**src/design/sblc_pkg.sv**
```systemverilog
// Shared types and constants for the size-bounded LRU cache.
// No dependencies; imported by every module of the block.
`timescale 1ns / 1ps
`default_nettype none

package sblc_pkg;

  localparam int unsigned SBLC_ENTRIES = 16;
  localparam int unsigned KEY_W   = 32;
  localparam int unsigned BYTES_W = 32;
  localparam int unsigned STAMP_W = 32;
  localparam int unsigned TOTAL_W = 40;
  localparam int unsigned CNT_W   = 5;
  localparam int unsigned ACT_W   = 3;
  localparam int unsigned STAT_W  = 3;

  localparam logic [TOTAL_W-1:0] THRESH_RESET = 40'd268435456;

  // Action codes
  localparam logic [ACT_W-1:0] ACT_ACCESS = 3'd0;
  localparam logic [ACT_W-1:0] ACT_SHRINK = 3'd1;
  localparam logic [ACT_W-1:0] ACT_FLUSH  = 3'd2;
  localparam logic [ACT_W-1:0] ACT_REMOVE = 3'd3;
  localparam logic [ACT_W-1:0] ACT_PLAY   = 3'd4;

  // Status codes
  localparam logic [STAT_W-1:0] ST_HIT      = 3'd0;
  localparam logic [STAT_W-1:0] ST_LOADED   = 3'd1;
  localparam logic [STAT_W-1:0] ST_LOADFAIL = 3'd2;
  localparam logic [STAT_W-1:0] ST_FULL     = 3'd3;
  localparam logic [STAT_W-1:0] ST_REMOVED  = 3'd4;
  localparam logic [STAT_W-1:0] ST_ABSENT   = 3'd5;
  localparam logic [STAT_W-1:0] ST_SHRUNK   = 3'd6;

  // Table write request
  typedef struct packed {
    logic               en_data;
    logic               en_flags;
    logic [KEY_W-1:0]   key;
    logic [BYTES_W-1:0] bytes;
    logic [STAMP_W-1:0] stamp;
    logic               valid;
    logic               busy;
    logic               evict;
  } tbl_wr_t;

  // Table read data
  typedef struct packed {
    logic [KEY_W-1:0]   key;
    logic [BYTES_W-1:0] bytes;
    logic [STAMP_W-1:0] stamp;
    logic               valid;
    logic               busy;
    logic               evict;
  } tbl_rd_t;

  // Scan results
  typedef struct packed {
    logic               found;
    logic               hit_evict;
    logic [BYTES_W-1:0] hit_bytes;
    logic               free_found;
    logic               pick_found;
    logic               pick_busy;
    logic [BYTES_W-1:0] pick_bytes;
  } scan_res_t;

endpackage

`default_nettype wire

```
**src/design/size_bounded_lru_cache.sv**
```systemverilog
// Size-bounded LRU cache: sequencer, byte total and result register.
// Access, remove and set playing each take one table scan. Shrink and flush scan
// the table once per evicted or skipped entry, plus once for a last scan that finds
// no eligible entry. One item at a time: a new item is taken only once the last
// result is in the result register; uses sblc_table, sblc_scan.
// Reset (rst_n, synchronous): table empty, total zero, threshold 268435456.
`timescale 1ns / 1ps
`default_nettype none

module size_bounded_lru_cache
  import sblc_pkg::*;
#(
  parameter int unsigned ENTRIES = SBLC_ENTRIES
) (
  input  wire logic         clk,
  input  wire logic         rst_n,
  input  wire logic         in_tvalid,
  output logic              in_tready,
  input  wire logic [103:0] in_tdata,   // key, load_size, now, playing
  input  wire logic [2:0]   in_tuser,   // action
  output logic              out_tvalid,
  input  wire logic         out_tready,
  output logic [95:0]       out_tdata,  // freed_bytes, evicted_count, skipped_count, total_bytes
  output logic [2:0]        out_tuser,  // status
  input  wire logic         cfg_valid,
  output logic              cfg_ready,
  input  wire logic [39:0]  cfg_data    // size_threshold
);

  localparam int unsigned IW = $clog2(ENTRIES);

  typedef enum logic [4:0] {
    S_IDLE  = 5'b00001,
    S_CHK   = 5'b00010,
    S_SCAN  = 5'b00100,
    S_APPLY = 5'b01000,
    S_DONE  = 5'b10000
  } state_t;

  state_t state_r, state_nxt;

  logic [TOTAL_W-1:0] thresh_r, total_r, total_nxt, limit_r, freed_r;
  logic [ACT_W-1:0]   act_r;
  logic [KEY_W-1:0]   key_r;
  logic [BYTES_W-1:0] load_r;
  logic [STAMP_W-1:0] now_r;
  logic               play_r;
  logic [STAT_W-1:0]  status_r, status_nxt;
  logic [CNT_W-1:0]   ev_r, sk_r;
  logic               in_xfer;

  logic               out_valid_r;
  logic [STAT_W-1:0]  out_status_r;
  logic [TOTAL_W-1:0] out_freed_r, out_total_r;
  logic [CNT_W-1:0]   out_ev_r, out_sk_r;

  tbl_rd_t   rd_data;
  tbl_wr_t   wr;
  logic [IW-1:0] wr_addr, rd_addr, hit_idx, free_idx, pick_idx;
  logic      rd_en, scan_start, scan_done;
  scan_res_t res;

  logic [TOTAL_W:0]   add_sum;
  logic [TOTAL_W-1:0] sub_val;

  sblc_table #(.ENTRIES(ENTRIES)) u_table (
    .clk, .rst_n, .rd_en, .rd_addr, .rd_data, .wr_addr, .wr
  );

  sblc_scan #(.ENTRIES(ENTRIES)) u_scan (
    .clk, .rst_n, .start(scan_start), .search_key(key_r), .rd_data,
    .rd_en, .rd_addr, .done(scan_done), .res, .hit_idx, .free_idx, .pick_idx
  );

  assign in_tready = (state_r == S_IDLE);
  assign in_xfer   = in_tvalid && in_tready;
  assign cfg_ready = 1'b1;

  // Threshold register
  always_ff @(posedge clk) begin
    if (!rst_n) thresh_r <= THRESH_RESET;
    else if (cfg_valid) thresh_r <= cfg_data;
  end

  // Sequencer and table updates
  always_comb begin
    state_nxt  = state_r;
    scan_start = 1'b0;
    wr         = '0;
    wr_addr    = hit_idx;
    total_nxt  = total_r;
    status_nxt = status_r;
    add_sum    = {1'b0, total_r} + (TOTAL_W + 1)'(load_r);
    sub_val    = (act_r == ACT_REMOVE) ? TOTAL_W'(res.hit_bytes)
                                       : TOTAL_W'(res.pick_bytes);
    unique case (state_r)
      S_IDLE: begin
        if (in_xfer) begin
          priority if (in_tuser == ACT_SHRINK || in_tuser == ACT_FLUSH) begin
            state_nxt = S_CHK;
          end else if (in_tuser == ACT_ACCESS || in_tuser == ACT_REMOVE ||
                       in_tuser == ACT_PLAY) begin
            state_nxt  = S_SCAN;
            scan_start = 1'b1;
          end else begin
            state_nxt = S_DONE;
          end
        end
      end
      S_CHK: begin
        if (total_r >= limit_r) begin
          state_nxt  = S_SCAN;
          scan_start = 1'b1;
        end else begin
          state_nxt = S_DONE;
        end
      end
      S_SCAN: begin
        if (scan_done) state_nxt = S_APPLY;
      end
      S_APPLY: begin
        state_nxt = S_DONE;
        priority if (act_r == ACT_ACCESS) begin
          priority if (res.found) begin
            wr.en_data = 1'b1;
            wr.key     = key_r;
            wr.bytes   = res.hit_bytes;
            wr.stamp   = now_r;
            status_nxt = ST_HIT;
          end else if (load_r == '0) begin
            status_nxt = ST_LOADFAIL;
          end else if (res.free_found) begin
            wr_addr     = free_idx;
            wr.en_data  = 1'b1;
            wr.en_flags = 1'b1;
            wr.key      = key_r;
            wr.bytes    = load_r;
            wr.stamp    = now_r;
            wr.valid    = 1'b1;
            wr.evict    = 1'b1;
            total_nxt   = add_sum[TOTAL_W] ? '1 : add_sum[TOTAL_W-1:0];
            status_nxt  = ST_LOADED;
          end else begin
            status_nxt = ST_FULL;
          end
        end else if (act_r == ACT_REMOVE) begin
          if (res.found) begin
            wr.en_flags = 1'b1;
            total_nxt   = (sub_val >= total_r) ? '0 : total_r - sub_val;
            status_nxt  = ST_REMOVED;
          end
        end else if (act_r == ACT_PLAY) begin
          if (res.found) begin
            wr.en_flags = 1'b1;
            wr.valid    = 1'b1;
            wr.busy     = play_r;
            wr.evict    = res.hit_evict;
            status_nxt  = ST_HIT;
          end
        end else begin
          // Shrink or flush: evict or skip the oldest eligible entry
          if (res.pick_found) begin
            state_nxt   = S_CHK;
            wr_addr     = pick_idx;
            wr.en_flags = 1'b1;
            if (res.pick_busy) begin
              wr.valid = 1'b1;
              wr.busy  = 1'b1;
            end else begin
              total_nxt = (sub_val >= total_r) ? '0 : total_r - sub_val;
            end
          end
        end
      end
      S_DONE: begin
        if (!out_valid_r || out_tready) state_nxt = S_IDLE;
      end
      default: state_nxt = S_IDLE;
    endcase
  end

  // Control state and total
  always_ff @(posedge clk) begin
    if (!rst_n) begin
      state_r <= S_IDLE;
      total_r <= '0;
    end else begin
      state_r <= state_nxt;
      total_r <= total_nxt;
    end
  end

  // Latch the item and record its status, freed bytes and shrink counts
  always_ff @(posedge clk) begin
    if (in_xfer) begin
      act_r    <= in_tuser;
      key_r    <= in_tdata[31:0];
      load_r   <= in_tdata[63:32];
      now_r    <= in_tdata[95:64];
      play_r   <= in_tdata[96];
      limit_r  <= (in_tuser == ACT_FLUSH) ? '0 : thresh_r;
      status_r <= (in_tuser == ACT_SHRINK || in_tuser == ACT_FLUSH) ? ST_SHRUNK
                                                                   : ST_ABSENT;
      freed_r  <= '0;
      ev_r     <= '0;
      sk_r     <= '0;
    end else if (state_r == S_APPLY) begin
      status_r <= status_nxt;
      if (act_r == ACT_REMOVE && res.found) begin
        freed_r <= sub_val;
      end else if ((act_r == ACT_SHRINK || act_r == ACT_FLUSH) && res.pick_found) begin
        if (res.pick_busy) begin
          sk_r <= sk_r + 1'b1;
        end else begin
          ev_r    <= ev_r + 1'b1;
          freed_r <= freed_r + sub_val;
        end
      end
    end
  end

  // Result register
  always_ff @(posedge clk) begin
    if (!rst_n) begin
      out_valid_r <= 1'b0;
    end else if (state_r == S_DONE && (!out_valid_r || out_tready)) begin
      out_valid_r <= 1'b1;
    end else if (out_tready) begin
      out_valid_r <= 1'b0;
    end
  end

  always_ff @(posedge clk) begin
    if (state_r == S_DONE && (!out_valid_r || out_tready)) begin
      out_status_r <= status_r;
      out_freed_r  <= freed_r;
      out_ev_r     <= ev_r;
      out_sk_r     <= sk_r;
      out_total_r  <= total_r;
    end
  end

  assign out_tvalid = out_valid_r;
  assign out_tuser  = out_status_r;
  assign out_tdata  = {6'd0, out_total_r, out_sk_r, out_ev_r, out_freed_r};

endmodule

`default_nettype wire

```
**src/design/sblc_table.sv**
```systemverilog
// Entry table: key, byte size and stamp memories plus per-entry flags.
// Depends on sblc_pkg. One write and one registered read per cycle.
`timescale 1ns / 1ps
`default_nettype none

module sblc_table
  import sblc_pkg::*;
#(
  parameter int unsigned ENTRIES = SBLC_ENTRIES,
  localparam int unsigned IW = $clog2(ENTRIES)
) (
  input  wire logic          clk,
  input  wire logic          rst_n,
  input  wire logic          rd_en,
  input  wire logic [IW-1:0] rd_addr,
  output tbl_rd_t            rd_data,
  input  wire logic [IW-1:0] wr_addr,
  input  tbl_wr_t            wr
);

  logic [KEY_W-1:0]   key_mem   [ENTRIES];
  logic [BYTES_W-1:0] bytes_mem [ENTRIES];
  logic [STAMP_W-1:0] stamp_mem [ENTRIES];
  logic [ENTRIES-1:0] valid_r, busy_r, evict_r;
  tbl_rd_t            rd_r;

  // Write payload memories
  always_ff @(posedge clk) begin
    if (wr.en_data) begin
      key_mem[wr_addr]   <= wr.key;
      bytes_mem[wr_addr] <= wr.bytes;
      stamp_mem[wr_addr] <= wr.stamp;
    end
  end

  // Write flags
  always_ff @(posedge clk) begin
    if (!rst_n) begin
      valid_r <= '0;
      busy_r  <= '0;
      evict_r <= '0;
    end else if (wr.en_flags) begin
      valid_r[wr_addr] <= wr.valid;
      busy_r[wr_addr]  <= wr.busy;
      evict_r[wr_addr] <= wr.evict;
    end
  end

  // Registered read
  always_ff @(posedge clk) begin
    if (rd_en) begin
      rd_r.key   <= key_mem[rd_addr];
      rd_r.bytes <= bytes_mem[rd_addr];
      rd_r.stamp <= stamp_mem[rd_addr];
      rd_r.valid <= valid_r[rd_addr];
      rd_r.busy  <= busy_r[rd_addr];
      rd_r.evict <= evict_r[rd_addr];
    end
  end

  assign rd_data = rd_r;

endmodule

`default_nettype wire

```
**src/design/sblc_scan.sv**
```systemverilog
// Scan unit: walks the table once, finding key match, first free slot and
// oldest eligible entry. Depends on sblc_pkg.
`timescale 1ns / 1ps
`default_nettype none

module sblc_scan
  import sblc_pkg::*;
#(
  parameter int unsigned ENTRIES = SBLC_ENTRIES,
  localparam int unsigned IW = $clog2(ENTRIES)
) (
  input  wire logic             clk,
  input  wire logic             rst_n,
  input  wire logic             start,
  input  wire logic [KEY_W-1:0] search_key,
  input  tbl_rd_t               rd_data,
  output logic                  rd_en,
  output logic [IW-1:0]         rd_addr,
  output logic                  done,
  output scan_res_t             res,
  output logic [IW-1:0]         hit_idx,
  output logic [IW-1:0]         free_idx,
  output logic [IW-1:0]         pick_idx
);

  localparam logic [IW-1:0] LAST = IW'(ENTRIES - 1);

  logic               iss_r, cmp_v_r;
  logic [IW-1:0]      cnt_r, cmp_idx_r;
  scan_res_t          res_r;
  logic [IW-1:0]      hit_idx_r, free_idx_r, pick_idx_r;
  logic [STAMP_W-1:0] pick_stamp_r;
  logic               is_match, is_free, is_older;

  // Advance read address
  always_ff @(posedge clk) begin
    if (!rst_n) begin
      iss_r   <= 1'b0;
      cmp_v_r <= 1'b0;
      cnt_r   <= '0;
    end else begin
      cmp_v_r   <= iss_r;
      cmp_idx_r <= cnt_r;
      if (start) begin
        iss_r <= 1'b1;
        cnt_r <= '0;
      end else if (iss_r) begin
        if (cnt_r == LAST) iss_r <= 1'b0;
        else cnt_r <= cnt_r + 1'b1;
      end
    end
  end

  // Compare one entry per cycle
  assign is_match = rd_data.valid && (rd_data.key == search_key) && !res_r.found;
  assign is_free  = !rd_data.valid && !res_r.free_found;
  assign is_older = rd_data.valid && rd_data.evict &&
                    (!res_r.pick_found || (rd_data.stamp < pick_stamp_r));

  always_ff @(posedge clk) begin
    if (!rst_n || start) begin
      res_r.found      <= 1'b0;
      res_r.free_found <= 1'b0;
      res_r.pick_found <= 1'b0;
    end else if (cmp_v_r) begin
      if (is_match) begin
        res_r.found     <= 1'b1;
        res_r.hit_evict <= rd_data.evict;
        res_r.hit_bytes <= rd_data.bytes;
        hit_idx_r       <= cmp_idx_r;
      end
      if (is_free) begin
        res_r.free_found <= 1'b1;
        free_idx_r       <= cmp_idx_r;
      end
      if (is_older) begin
        res_r.pick_found <= 1'b1;
        res_r.pick_busy  <= rd_data.busy;
        res_r.pick_bytes <= rd_data.bytes;
        pick_stamp_r     <= rd_data.stamp;
        pick_idx_r       <= cmp_idx_r;
      end
    end
  end

  assign rd_en    = iss_r;
  assign rd_addr  = cnt_r;
  assign done     = cmp_v_r && (cmp_idx_r == LAST);
  assign res      = res_r;
  assign hit_idx  = hit_idx_r;
  assign free_idx = free_idx_r;
  assign pick_idx = pick_idx_r;

endmodule

`default_nettype wire

```
**config.mk**
```make
export PLATFORM = sky130hd
export DESIGN_NAME = size_bounded_lru_cache
export DESIGN_NICKNAME = d
export VERILOG_FILES = /design/src/design/sblc_pkg.sv /design/src/design/size_bounded_lru_cache.sv /design/src/design/sblc_table.sv /design/src/design/sblc_scan.sv
export SDC_FILE = /design/constraint.sdc
export NUM_CORES = 2
export LEC_CHECK = 0
export BUFFER_PORTS_ARGS = -buffer_cell sky130_fd_sc_hd__buf_2
export CORE_MARGIN = 4
export CORE_UTILIZATION = 54
export DETAILED_ROUTE_END_ITERATION = 12
export MAX_ROUTING_LAYER = met4
export PLACE_DENSITY = 0.71
export SETUP_SLACK_MARGIN = 0.5
export SLEW_MARGIN = 0
export SYNTH_ARGS = -nofsm -noshare
export SYNTH_HDL_FRONTEND = slang
export SYNTH_SLANG_ARGS = --single-unit
```
**constraint.sdc**
```tcl
create_clock -name clk -period 23.9 [get_ports clk]
set_input_delay 1.195 -clock clk [delete_from_list [all_inputs] [get_ports clk]]
set_output_delay 1.195 -clock clk [all_outputs]
set_load 0.05 [all_outputs]
```
==> impl_metrics.csv <==
group,metric,value,unit
finish,fillerInstances,11600,
synthesis,synth_top_family_by_area,"multiplexers",
power,clockPowerShare,0.423,
clock_network,clk_latency,0.85,ns
sta,tns,0,ns
finish,seq_area,0.0635,mm2
setup_path,worstPathCellList,"nand3b_4, nand3_1, or2_2, o32ai_1, a21oi_1, nor3_1, nand2_1, nor2_4, buf_4, buf_4",
global_routing,grt-ovfl-total,0,
finish,layout-drive-gt1-share,0.221,
global_routing,grt_start_max_net_pins,158,
sta,skew,0.0694,ns
sta,min_period,5.73,ns
routing,routed_wirelength,209,mm
run,max_cap_violations,0,
sta,slew_headroom,0.160,
setup_path,cp_slowest_cell,"buf_4",
routing,ant_nets,0,
power,swShare,0.211,
floorplan,die-height,413,um
power,leakagePower,37.4,nW
global_routing,met2_usage,0.404,
clock_network,cts_made_buffers,212,
clock_network,clk_pin_slew,0.07,ns
setup_path,slowest_delay,0.95,ns
place,gp_congestion,0.943,
sta,hold_viol_final,0,
routing,dr.pass1.iters,6,
setup_path,startpoint_type,"flop",
global_routing,grt_usage,0.254,
setup_path,crit_fanout,48,
power,power.density,78.2,mW/mm2
power,pwr-share-seq,0.542,
outcome,outcome,"complete, no violations",
finish,area_delta_synth_final,12.1,%
global_routing,antenna_found_initial,3,
synthesis,yosysTopAreaCell,"edfxtp_1",
finish,layout.nets,5530,
place,io_buffers,239,
clock_network,cts_tree,"yes",
clock_network,ctsHtreeMaxLevel,4,
place,place_area,0.0926,mm2
synthesis,ys.flop_type,"edfxtp_1",
sta,setup_viol,0,
floorplan,core,0.163,mm2
routing,vias,46800,
floorplan,die_area,0.171,mm2
sta,whs,0.402,ns
place,dp_hpwl,118,mm
synthesis,synth.avg_cell_area,18.1,um2
routing,vias_per_cell,6.19,
synthesis,yosys_register_bits,2178,
setup_path,critPathTopFamily,"simple AND/OR/NAND/NOR gates",
synthesis,synth_top_area_frac,0.672,
clock_network,postCtsSetupBuffers,0,
synthesis,synth_compound_area_frac,0.0466,
synthesis,async_flop_share,0,
sta,rsz0062_at_grt,"false",
floorplan,rows,148,
synthesis,yosys-top-cells-area,"edfxtp_1, mux4_2, dfxtp_1",
hold_path,hold_path_class,"flop to flop",
synthesis,synth_fa_ha_area_frac,0.0243,
synthesis,synth_cell_types,93,
synthesis,ys_warn_count,0,
routing,drt_iter0_markers,5298,
floorplan,die_w,413,um
synthesis,synthCells,4910,
sta,fmax,0.175,GHz
clock_network,cts.sinks,2178,
global_routing,grt_pass1_wl,310,mm
setup_path,crit_arrival,6.17,ns
floorplan,initial_core_util,0.544,
clock_network,cts_hold_buffers,0,
synthesis,syn-cell-area,0.0888,mm2
power,combPwrFrac,0.035,
global_routing,busiest_layer,"met2",
synthesis,synth_edf_count,1985,
synthesis,synthSimpleGateAreaFrac,0.0427,
sta,report.final.slew_viol_count,0,
finish,postLayoutCellArea,0.0995,mm2
setup_path,cp-end-kind,"flop",
power,vdd_drop_max,0.0714,mV
sta,finalCritPeriodShare,0.240,
global_routing,met1_usage,0.346,
finish,multi_input_area,0.0240,mm2
routing,avgRoutedWirePerCell,27.7,um
power,net-switching-power,1.64,mW
power,p_int,6.14,mW
global_routing,grt_pass1_vias,47100,
clock_network,cts-root-buf,"clkbuf_16",
setup_path,crit_type,"flop to flop",
synthesis,synth-xor-area-share,0.0136,
global_routing,met3_usage,0.0376,
synthesis,seq_area_frac_synth,0.715,
clock_network,clk_path_buf_depth,3,
clock_network,cts_resized,0,
setup_path,path_common_cell,"buf_4",
synthesis,synth_most_common_cell,"edfxtp_1",
synthesis,synth_common_cells,"edfxtp_1, mux4_2, nor2_1, a21oi_1, dfxtp_1",
synthesis,synth_mux_area_frac,0.141,
setup_path,cp.required,24.34,ns
floorplan,io_pins,254,
sta,worst_pin_slew,1.26,ns
setup_path,crit_buf_inv,2,
routing,route.detailed.drc,0,
==> registers in the layout, indices dropped and copies added, names as in the netlist, 5 cells and up <==
signal               count
u_scan.res              69
out_freed_r             40
u_table.stamp_mem      512
u_table.bytes_mem      512
u_table.valid_r         16
load_r                  32
out_ev_r                 5
thresh_r                40
freed_r                 40
now_r                   32
u_table.busy_r          16
u_scan.pick_stamp_r     32
u_table.key_mem        512
u_table.evict_r         16
ev_r                     5
out_sk_r                 5
state_r                  5
sk_r                     5
limit_r                 40
out_total_r             40
u_table.rd_data         99
total_r                 40
key_r                   32
==> worst register-to-register path, delay by kind of cell (launching register included) <==
kind	cells	cell delay [ns]
AOI/OAI and AO/OA	2	0.27
buffers and inverters	2	1.72
and+or+nand+nor	6	2.65
DFF	1	0.62
==> layout by cell type (no fill, tap or decap), types with 117 or more instances in the layout <==
cell type,netlist,final
clkbuf_16,0,216
inv_1,145,144
mux2i_1,126,126
dfxtp_1,193,187
nor2_1,268,249
buf_2,4,239
mux4_2,495,495
edfxtp_1,1985,1985
ha_1,162,162
a21oi_1,205,205
o21ai_0,117,117
nand2_1,144,144
==> stage by stage <==
step | util | setup WS (ns) | instances | total power, mW
2_1_floorplan | - | 15.82 | 4915 | 4.47
3_3_place_gp | 0.568 | 18.23 | 7174 | 4.57
3_5_place_dp | 0.568 | 18.22 | 7174 | 4.57
4_1_cts | 0.610 | 18.19 | 7568 | 7.84
5_1_grt | 0.610 | 17.90 | 7571 | 8.04
6_report | 0.610 | 18.17 | 7571 | 7.78
==> final timing paths <==
kind / depth (start not counted) / slack, ns / end / from
min: 0 / 0.40 / u_scan.res[9] / u_table.rd_data[44]
max reg2reg: 10 / 18.17 / u_table.key_mem[12][19] / act_r[2]
max: 10 / 18.17 / u_table.key_mem[12][19] / act_r[2]
min reg2reg: 0 / 0.40 / u_scan.res[9] / u_table.rd_data[44]
==> area by class of cell <==
type,count,share of cell area
clock buffers,258,0.0564
diodes,3,0.0000754
multi-input cells,2357,0.241
inverters,146,0.00558
flip-flops and latches,2178,0.638
clock inverters,136,0.0132
well taps,2175,0.0273
repair buffers,318,0.0184
==> routing by layer <==
metal / routed length (um) / vias up
li1: - / 20300
met3: 15200 / 370
met5: 0 / -
met1: 84500 / 24200
met4: 6000 / 0
met2: 104000 / 1979
==> power by group through the flow <==
stage | logic, mW | registers, mW | clock network, mW
after CTS | 0.276 | 4.21 | 3.35
after floorplan | 0.186 | 4.28 | 0
after global routing | 0.298 | 4.21 | 3.53
final | 0.272 | 4.21 | 3.29
after detailed placement | 0.275 | 4.29 | 0
after global placement | 0.273 | 4.29 | 0
==> cell families (layout without fill, tap and decap cells) <==
kind of cell / count (synthesis) / count (layout)
simple gates: 768 / 768
compound gates: 645 / 645
flops: 2178 / 2178
other cells: 2 / 10
buf+inv: 380 / 858
xor+xnor: 138 / 138
fa+ha+maj: 172 / 172
mux: 627 / 627
No activity file was read; power rests on OpenSTA's default activity.
